**src/hw/rtl/aes_pkg.sv**
```systemverilog
`default_nettype none
package aes_pkg;

   // register indexes of the control port
   localparam logic [2:0] REG_KEY_SIZE = 3'd0;
   localparam logic [2:0] REG_KEY_LAST = 3'd4;

   // number of pipeline round stages (longest key)
   localparam int NumRounds = 14;

   typedef struct packed {
      logic valid;
      logic decrypt;
   } stage_ctl_type;

   // forward S-box, entry 0 in the top byte
   localparam logic [2047:0] SBOX_TABLE = {
      128'h637c777bf26b6fc53001672bfed7ab76, 128'hca82c97dfa5947f0add4a2af9ca472c0,
      128'hb7fd9326363ff7cc34a5e5f171d83115, 128'h04c723c31896059a071280e2eb27b275,
      128'h09832c1a1b6e5aa0523bd6b329e32f84, 128'h53d100ed20fcb15b6acbbe394a4c58cf,
      128'hd0efaafb434d338545f9027f503c9fa8, 128'h51a3408f929d38f5bcb6da2110fff3d2,
      128'hcd0c13ec5f974417c4a77e3d645d1973, 128'h60814fdc222a908846eeb814de5e0bdb,
      128'he0323a0a4906245cc2d3ac629195e479, 128'he7c8376d8dd54ea96c56f4ea657aae08,
      128'hba78252e1ca6b4c6e8dd741f4bbd8b8a, 128'h703eb5664803f60e613557b986c11d9e,
      128'he1f8981169d98e949b1e87e9ce5528df, 128'h8ca1890dbfe6426841992d0fb054bb16};

   function automatic logic [2047:0] build_inv_sbox();
      logic [2047:0] t;
      logic [7:0]    f;
      t = '0;
      for (int x = 0; x < 256; x++) begin
         f = SBOX_TABLE[{~8'(x), 3'b000} +: 8];
         t[{~f, 3'b000} +: 8] = 8'(x);
      end
      return t;
   endfunction

   localparam logic [2047:0] INV_SBOX_TABLE = build_inv_sbox();

   function automatic logic [7:0] sbox(input logic [7:0] x);
      return SBOX_TABLE[{~x, 3'b000} +: 8];
   endfunction

   function automatic logic [7:0] inv_sbox(input logic [7:0] x);
      return INV_SBOX_TABLE[{~x, 3'b000} +: 8];
   endfunction

   // multiply by x modulo 0x11B
   function automatic logic [7:0] xt(input logic [7:0] a);
      return {a[6:0], 1'b0} ^ (a[7] ? 8'h1b : 8'h00);
   endfunction

   function automatic logic [31:0] sub_word(input logic [31:0] w);
      return {sbox(w[31:24]), sbox(w[23:16]), sbox(w[15:8]), sbox(w[7:0])};
   endfunction

   // rounds for a key size code; code 3 acts as 256 bits
   function automatic logic [3:0] rounds_of(input logic [1:0] ks);
      logic [3:0] n;
      case (ks)
         2'd0:    n = 4'd10;
         2'd1:    n = 4'd12;
         default: n = 4'd14;
      endcase
      return n;
   endfunction

   // byte i of the state sits at bits 127-8i downward
   function automatic logic [127:0] sub_bytes(input logic [127:0] s);
      logic [127:0] o;
      for (int i = 0; i < 16; i++) o[127-8*i -: 8] = sbox(s[127-8*i -: 8]);
      return o;
   endfunction

   function automatic logic [127:0] inv_sub_bytes(input logic [127:0] s);
      logic [127:0] o;
      for (int i = 0; i < 16; i++) o[127-8*i -: 8] = inv_sbox(s[127-8*i -: 8]);
      return o;
   endfunction

   function automatic logic [127:0] shift_rows(input logic [127:0] s);
      logic [127:0] o;
      for (int c = 0; c < 4; c++)
         for (int r = 0; r < 4; r++)
            o[127-8*(r+4*c) -: 8] = s[127-8*(r+4*((c+r)%4)) -: 8];
      return o;
   endfunction

   function automatic logic [127:0] inv_shift_rows(input logic [127:0] s);
      logic [127:0] o;
      for (int c = 0; c < 4; c++)
         for (int r = 0; r < 4; r++)
            o[127-8*(r+4*((c+r)%4)) -: 8] = s[127-8*(r+4*c) -: 8];
      return o;
   endfunction

   function automatic logic [127:0] mix_columns(input logic [127:0] s);
      logic [127:0] o;
      logic [7:0]   a0, a1, a2, a3;
      for (int c = 0; c < 4; c++) begin
         a0 = s[127-32*c -: 8];
         a1 = s[119-32*c -: 8];
         a2 = s[111-32*c -: 8];
         a3 = s[103-32*c -: 8];
         o[127-32*c -: 8] = xt(a0) ^ xt(a1) ^ a1 ^ a2 ^ a3;
         o[119-32*c -: 8] = a0 ^ xt(a1) ^ xt(a2) ^ a2 ^ a3;
         o[111-32*c -: 8] = a0 ^ a1 ^ xt(a2) ^ xt(a3) ^ a3;
         o[103-32*c -: 8] = xt(a0) ^ a0 ^ a1 ^ a2 ^ xt(a3);
      end
      return o;
   endfunction

   // products by 9, b, d, e built from doublings
   function automatic logic [127:0] inv_mix_columns(input logic [127:0] s);
      logic [127:0] o;
      logic [7:0]   a   [4];
      logic [7:0]   m2  [4];
      logic [7:0]   m4  [4];
      logic [7:0]   m8  [4];
      logic [7:0]   m9  [4];
      logic [7:0]   mb  [4];
      logic [7:0]   md  [4];
      logic [7:0]   me  [4];
      for (int c = 0; c < 4; c++) begin
         for (int k = 0; k < 4; k++) begin
            a[k]  = s[127-32*c-8*k -: 8];
            m2[k] = xt(a[k]);
            m4[k] = xt(m2[k]);
            m8[k] = xt(m4[k]);
            m9[k] = m8[k] ^ a[k];
            mb[k] = m8[k] ^ m2[k] ^ a[k];
            md[k] = m8[k] ^ m4[k] ^ a[k];
            me[k] = m8[k] ^ m4[k] ^ m2[k];
         end
         o[127-32*c -: 8] = me[0] ^ mb[1] ^ md[2] ^ m9[3];
         o[119-32*c -: 8] = m9[0] ^ me[1] ^ mb[2] ^ md[3];
         o[111-32*c -: 8] = md[0] ^ m9[1] ^ me[2] ^ mb[3];
         o[103-32*c -: 8] = mb[0] ^ md[1] ^ m9[2] ^ me[3];
      end
      return o;
   endfunction

endpackage
`default_nettype wire

```
**src/hw/rtl/aes_key_sched.sv**
```systemverilog
`default_nettype none
module aes_key_sched (
   input  wire logic               clock,
   input  wire logic               reset,
   input  wire logic               csr_we,
   input  wire logic [2:0]         csr_index,
   input  wire logic [63:0]        csr_wdata,
   output logic                    busy,
   output logic [1:0]              key_len,
   output logic [14:0][127:0]      round_keys
);

   logic [1:0]        key_len_ff;
   logic [63:0]       key_ff [4];
   logic              run_ff;
   logic [5:0]        cnt_ff;
   logic [2:0]        mod_ff;
   logic [7:0]        rcon_ff;
   logic [31:0]       win_ff [8];
   logic [127:0]      store_ff [15];

   logic [2:0]        nk_last;
   logic [5:0]        total_last;
   logic [31:0]       far_word;
   logic [31:0]       t_word;
   logic [31:0]       word_in;
   logic              below_nk;
   logic              cfg_hit;

   assign cfg_hit = csr_we && (csr_index <= aes_pkg::REG_KEY_LAST);

   // key length in words minus one and last word index
   always_comb begin
      case (key_len_ff)
         2'd0: begin
            nk_last    = 3'd3;
            total_last = 6'd43;
            far_word   = win_ff[3];
         end
         2'd1: begin
            nk_last    = 3'd5;
            total_last = 6'd51;
            far_word   = win_ff[5];
         end
         default: begin
            nk_last    = 3'd7;
            total_last = 6'd59;
            far_word   = win_ff[7];
         end
      endcase
   end

   // next expanded word
   always_comb begin
      below_nk = (cnt_ff <= {3'd0, nk_last});
      t_word   = win_ff[0];
      if (mod_ff == 3'd0) begin
         t_word = aes_pkg::sub_word({win_ff[0][23:0], win_ff[0][31:24]}) ^ {rcon_ff, 24'd0};
      end else if (nk_last == 3'd7 && mod_ff == 3'd4) begin
         t_word = aes_pkg::sub_word(win_ff[0]);
      end
      if (below_nk) begin
         word_in = cnt_ff[0] ? key_ff[cnt_ff[2:1]][31:0] : key_ff[cnt_ff[2:1]][63:32];
      end else begin
         word_in = far_word ^ t_word;
      end
   end

   // control: restart on reset or on any register write
   always_ff @(posedge clock) begin
      if (reset) begin
         key_len_ff <= '0;
         for (int i = 0; i < 4; i++) key_ff[i] <= '0;
         run_ff  <= 1'b1;
         cnt_ff  <= '0;
         mod_ff  <= '0;
         rcon_ff <= 8'h01;
      end else if (cfg_hit) begin
         if (csr_index == aes_pkg::REG_KEY_SIZE) begin
            key_len_ff <= csr_wdata[1:0];
         end else begin
            key_ff[2'(csr_index - 3'd1)] <= csr_wdata;
         end
         run_ff  <= 1'b1;
         cnt_ff  <= '0;
         mod_ff  <= '0;
         rcon_ff <= 8'h01;
      end else if (run_ff) begin
         cnt_ff <= cnt_ff + 6'd1;
         mod_ff <= (mod_ff == nk_last) ? 3'd0 : mod_ff + 3'd1;
         if (!below_nk && mod_ff == 3'd0) begin
            rcon_ff <= aes_pkg::xt(rcon_ff);
         end
         if (cnt_ff == total_last) begin
            run_ff <= 1'b0;
         end
      end
   end

   // word window and round-key registers, four words per round key
   always_ff @(posedge clock) begin
      if (run_ff && !cfg_hit && !reset) begin
         win_ff[0] <= word_in;
         for (int j = 1; j < 8; j++) win_ff[j] <= win_ff[j-1];
         store_ff[cnt_ff[5:2]][{~cnt_ff[1:0], 5'd0} +: 32] <= word_in;
      end
   end

   always_comb begin
      for (int i = 0; i < 15; i++) round_keys[i] = store_ff[i];
   end

   assign busy    = run_ff;
   assign key_len = key_len_ff;

endmodule
`default_nettype wire

```
**config.mk**
```make
export PLATFORM = sky130hd
export DESIGN_NAME = aes_key_sched
export DESIGN_NICKNAME = d
export VERILOG_FILES = /design/src/hw/rtl/aes_pkg.sv /design/src/hw/rtl/aes_key_sched.sv
export SDC_FILE = /design/constraint.sdc
export NUM_CORES = 2
export LEC_CHECK = 0
export ABC_AREA = 1
export ABC_CLOCK_PERIOD_IN_PS = 21100
export BUFFER_PORTS_ARGS = -buffer_cell sky130_fd_sc_hd__buf_2
export CAP_MARGIN = 25
export CELL_PAD_IN_SITES_DETAIL_PLACEMENT = 1
export CELL_PAD_IN_SITES_GLOBAL_PLACEMENT = 1
export CORE_AREA = 4 4 771 773
export DETAILED_ROUTE_END_ITERATION = 12
export DIE_AREA = 0 0 775 777
export PLACE_DENSITY_LB_ADDON = 0.1
export SYNTH_ARGS = -nofsm -noshare
export SYNTH_HDL_FRONTEND = slang
export SYNTH_SLANG_ARGS = --single-unit
```
**constraint.sdc**
```tcl
create_clock -name clock -period 21.1 [get_ports clock]
set_input_delay 2.11 -clock clock [delete_from_list [all_inputs] [get_ports clock]]
set_output_delay 2.11 -clock clock [all_outputs]
set_load 0.02 [all_outputs]
```
* Word level (Yosys, flattened, before mapping)
Memories as Yosys holds them, arrays and structs flattened. A register that Yosys moved wholly into a read port is not among the register bits.
Index checks and enable logic that the tools add are counted.
** Word-level totals
- Bits in registers :: 20
- Latch bits :: 0
- Bits in writable memories :: 2432
- Memory bits (read-only) :: 0
- Input bits :: 70
- Memories kept :: 3
** Cells by class
- Add/sub/neg operators :: 4
- Multiply operators :: 0
- Divide/modulo/power cells :: 0
- Magnitude comparators :: 2
- Equality and inequality tests :: 5
- Shift-type cells :: 6
- Mux-type cells :: 25
- Bitwise logic cells :: 8
- Reductions and logical operators :: 15
** Memories
- store_ff :: depth 15, bits a word 128, read ports 15, clocked after Yosys merged registers in 0, wr ports 1, line aes_key_sched.sv:20 : logic [127:0] store_ff [15];
- key_ff :: depth 4, bits a word 64, read ports 1, clocked after Yosys merged registers in 1, wr ports 4, line aes_key_sched.sv:14 : logic [63:0] key_ff [4];
- win_ff :: depth 8, bits a word 32, read ports 8, clocked after Yosys merged registers in 0, wr ports 8, line aes_key_sched.sv:19 : logic [31:0] win_ff [8];
** Operators by type and width (number)
- $shiftx A2048 B12 Y8 const A :: 4
- $mux W128 :: 1
- $mux W32 :: 4
- $shift A32 B9 Y128 const A :: 1
- $shiftx A32 B9 Y128 :: 1
- $mux W64 :: 1
- $pmux W32 S2 :: 1
- $reduce_or A64 Y1 :: 1
- $xor A32 B32 Y32 :: 2
- $not A8 Y8 :: 4
- $mux W1 :: 11
- $pmux W5 S2 :: 1
- $neg A7 Y9 :: 1
- $xor A8 B5 Y8 :: 1
- $add A6 B1 Y6 const B :: 1
- $eq A3 B3 Y1 const B :: 2
- $eq A6 B6 Y1 :: 1
- $le A6 B3 Y1 :: 1
- $logic_not A3 Y1 :: 2
- $mux W2 :: 3
- $pmux W3 S2 :: 1
- $logic_and A1 B1 Y1 :: 5
- $mux W5 :: 1
- $reduce_and A2 Y1 :: 2
- other kinds (10) :: 12

* Logic depth before layout (Yosys ltp)
- Depth after elaboration :: 9
- Mapped depth :: 22

* Worst setup path after synthesis
Ideal clock, no wire load.
- Path type :: input port to flip-flop
- From :: input csr_index[0]
- To :: memory store_ff[1][0], enable pin
- Arrival time :: 17445 ps
- Required time :: 20679 ps
- Slack :: 3234 ps
- Stages :: 9
- Buffers on the path :: 0
- Path through :: inv_1 > ha_1 > o21ai_1 > inv_1 > nor2_2 > clkinv_1 > nor2_1 > nand2_1 > nor2_1
** On the way
- Cells in the longest elaborated chain, start to end :: 7
** Ends and longest elaborated chain
- start, declared :: line aes_key_sched.sv:6 : input wire logic [2:0] csr_index,
- $le A3 B3 Y1 :: line aes_key_sched.sv:30 : assign cfg_hit = csr_we && (csr_index <= aes_pkg::REG_KEY_LAST);
- $logic_and A1 B1 Y1 :: line aes_key_sched.sv:30
- $logic_not A1 Y1 :: line aes_key_sched.sv:102 : if (run_ff && !cfg_hit && !reset) begin
- $logic_and A1 B1 Y1 (2 in series) :: line aes_key_sched.sv:102
- $mux W1 :: line aes_key_sched.sv:102
- $mux W128 (not written as such) :: line aes_key_sched.sv:105 : store_ff[cnt_ff[5:2]][{~cnt_ff[1:0], 5'd0} +: 32] <= word_in;
- end, declared :: line aes_key_sched.sv:20
Every way passes these cells.

* Final worst setup path
- From :: input csr_index[0]
- To :: memory store_ff[3][91], enable pin
Same word-level chain as after synthesis.

==> run_results.csv <==
group,metric,value,unit
sta,hold_viol,0,
cts,tritoncts,"built",
worst_setup_path,timing_worst_setup_path_type,"in -> reg",
synth,synth_cell_types,38,
sta,worst_slack,13.86,ns
global_route,grt_max_degree,82,
cts,clk_latency,0.98,ns
synth,syn-cell-area,92290,um^2
place,place.gp.congestion,0.8757,
routing,drt_wl_total,626.1,mm
routing,drt_iter0_drc,5853,
worst_setup_path,endpoint_kind,"register",
synth,async_flop_share,0,%
final_layout,layout-drive-gt1-share,33.07,%
cts,ctsResizeCount,0,
worst_setup_path,critPathLaunchType,"primary input",
floorplanning,fp.dieW,775,um
cts,cts_made_buffers,307,
synth,synth_top_cell_by_area,"edfxtp_1",
synth,synthFlopType,"edfxtp_1",
pwr,p_leak,45.65,nW
floorplanning,std_cell_rows,282,
worst_setup_path,crit_required,21.71,ns
final_layout,areaGrowthSynthToFinish,35.16,%
routing,drt_first_pass_iters,5,
global_route,antenna_found_initial,126,
worst_setup_path,cp.arrival,7.85,ns
global_route,overflow,0,
sta,fin_crit_sh,34.30,%
synth,synth_top_area_share,79.13,%
global_route,grt_pass1_wl,789.5,mm
synth,synth_edf_count,2432,
cts,cts_buffer_depth,4,
synth,ys_seq_area_share,79.61,%
routing,vias_per_cell,4.037,
place,hpwl,474.7,mm
worst_setup_path,path_cells,"buf_2, inv_1, ha_1, o21ai_1, inv_1, nor2_2, clkinv_1, nor2_4, buf_4, buf_4, nand2_2, buf_4, nor2_4, buf_4",
cts,holdBufCountCts,0,
routing,vias,68060,
global_route,grt_pass1_vias,68860,
synth,synth.avg_cell_area,14.22,um^2
cts,root_buffer,"clkbuf_16",
sta,period_minus_slack,7.238,ns
cts,cts_setup_buffers,0,
floorplanning,num_io_pins,1993,
sta,fin_tns_setup,0,ns
outcome,status,"complete, no violations",
sta,rsz0062_at_grt,"false",
sta,slew-limit-headroom,24.52,%
cts,clk_pin_slew_worst_paths,0.06,ns
sta,finalSetupViolations,0,
floorplanning,start_util,15.69,%
routing,antenna_left,0,
place,port_buffers,1992,
worst_setup_path,critPathMaxFanout,53,
floorplanning,core-area,588200,um^2
synth,syn_nets,6631,
worst_setup_path,crit_top_cell,"buf_4",
final_layout,layout_common_cells,"edfxtp_1, buf_2, nand2_1",
final_layout,mostFrequentLayoutCell,"edfxtp_1",
final_layout,fin_util,21.21,%
final_layout,num-nets-final,8895,
routing,drt-wirelength-per-cell,37.13,um
synth,syn-instance-count,6491,
place,dp_slack,12.58,ns
sta,slew_viol_final,0,
routing,drc,0,
sta,clock_skew,0.09960,ns
sta,tightest_slew,1.132,ns
synth,ys_seq_elements,2454,
sta,fmax,138.2,MHz
min_path,hold_path.class,"reg -> reg",
synth,synthTopCellsByArea,"edfxtp_1, nand2_1, nand3_1",
worst_setup_path,cpPeakStageDelay,0.87,ns
floorplanning,chipHeight,777,um
cts,htreeDepth,5,
job,maxCapViolCount,0,
pwr,ir_worst_vdd,0.06607,mV
synth,synth_warnings,0,
global_route,grt_usage,19.91,%
worst_setup_path,crit_slowest_cell,"nor2_4",
floorplanning,dieArea,602200,um^2
pwr,power_density,98.61,nW/um^2
pwr,power,0.01230,W
cts,clock-sinks,2454,
cell usage after synthesis, drive strengths merged (62+ instances only):
library cell,count
nand3,806
nand4,62
buf,132
edfxtp,2432
inv,316
clkbuf,179
nand2,1109
o211ai,67
o21ai,148
a21oi,281
a221oi,64
ha,70
nor2,626
state kept, by name, summed over array words and instances (netlist names), named ones only:
register / count
store_ff: 1920
mod_ff: 3
key_len: 2
key_ff: 256
rcon_ff: 8
win_ff: 256
cnt_ff: 6
busy: 1
metal layers:
metal | GRT usage (%) | part of all wire [%] | vias up
met1 | 24.41 | 41 | 36540
met4 | 3.609 | 1.9 | 32
met2 | 35.38 | 51 | 2742
met3 | 5.065 | 6.9 | 497
met5 | 0 | 0.034 | -
li1 | - | - | 28250
worst max-delay path: cells and delay by family:
kind	cells	cell delay, ns
AO/OA/AOI/OAI	1	0.19
adder cells (fa/ha/maj)	1	0.25
buffers and inverters	8	2.99
AND/OR/NAND/NOR	4	2.11
final timing paths:
check / startpoint / end / slack, ns / cells after the start
max: csr_index[0] / store_ff[3][91] / 13.86 / 14
min: win_ff[0][84] / win_ff[0][116] / 0.38 / 0
max reg2reg: win_ff[0][17] / store_ff[7][123] / 15.41 / 18
min reg2reg: win_ff[0][84] / win_ff[0][116] / 0.38 / 0
kinds of logic after synthesis:
logic type	share of synthesized area, %
buf+inv	2.772
xor+xnor	0.05694
compound gates	4.123
flops	79.61
simple gates	12.49
fa+ha+maj	0.9490
per-stage QoR:
stage               hold WS (ns)  std cells  cell area [um^2]
floorplan                 0.4003       6491             92290
global placement          0.4007      16220            113800
detailed placement        0.4052      16240            114200
CTS                       0.3644      16800            124300
global route              0.3702      16840            124700
finish                    0.3776      16860            124700
power breakdown:
group | total [W] | internal, W | switching (W) | leakage [nW]
Combinational | 0.00141 | 0.000276 | 0.00114 | 18.4
Sequential | 0.00552 | 0.00548 | 0.0000367 | 22.3
Clock | 0.00537 | 0.00308 | 0.00228 | 4.91
Total | 0.0123 | 0.00884 | 0.00346 | 45.6
final cells by class:
type,instances,area (um^2)
Antenna cell,50,125.1
Fill cell,65220,463400
Sequential cell,2454,73480
Clock buffer,351,7869
Timing Repair Buffer,2266,12430
Inverter,323,1224
Multi-Input combinational cell,3403,17580
Clock inverter,204,2257
Tap cell,7810,9772
Power figures use the tool's default switching activity.
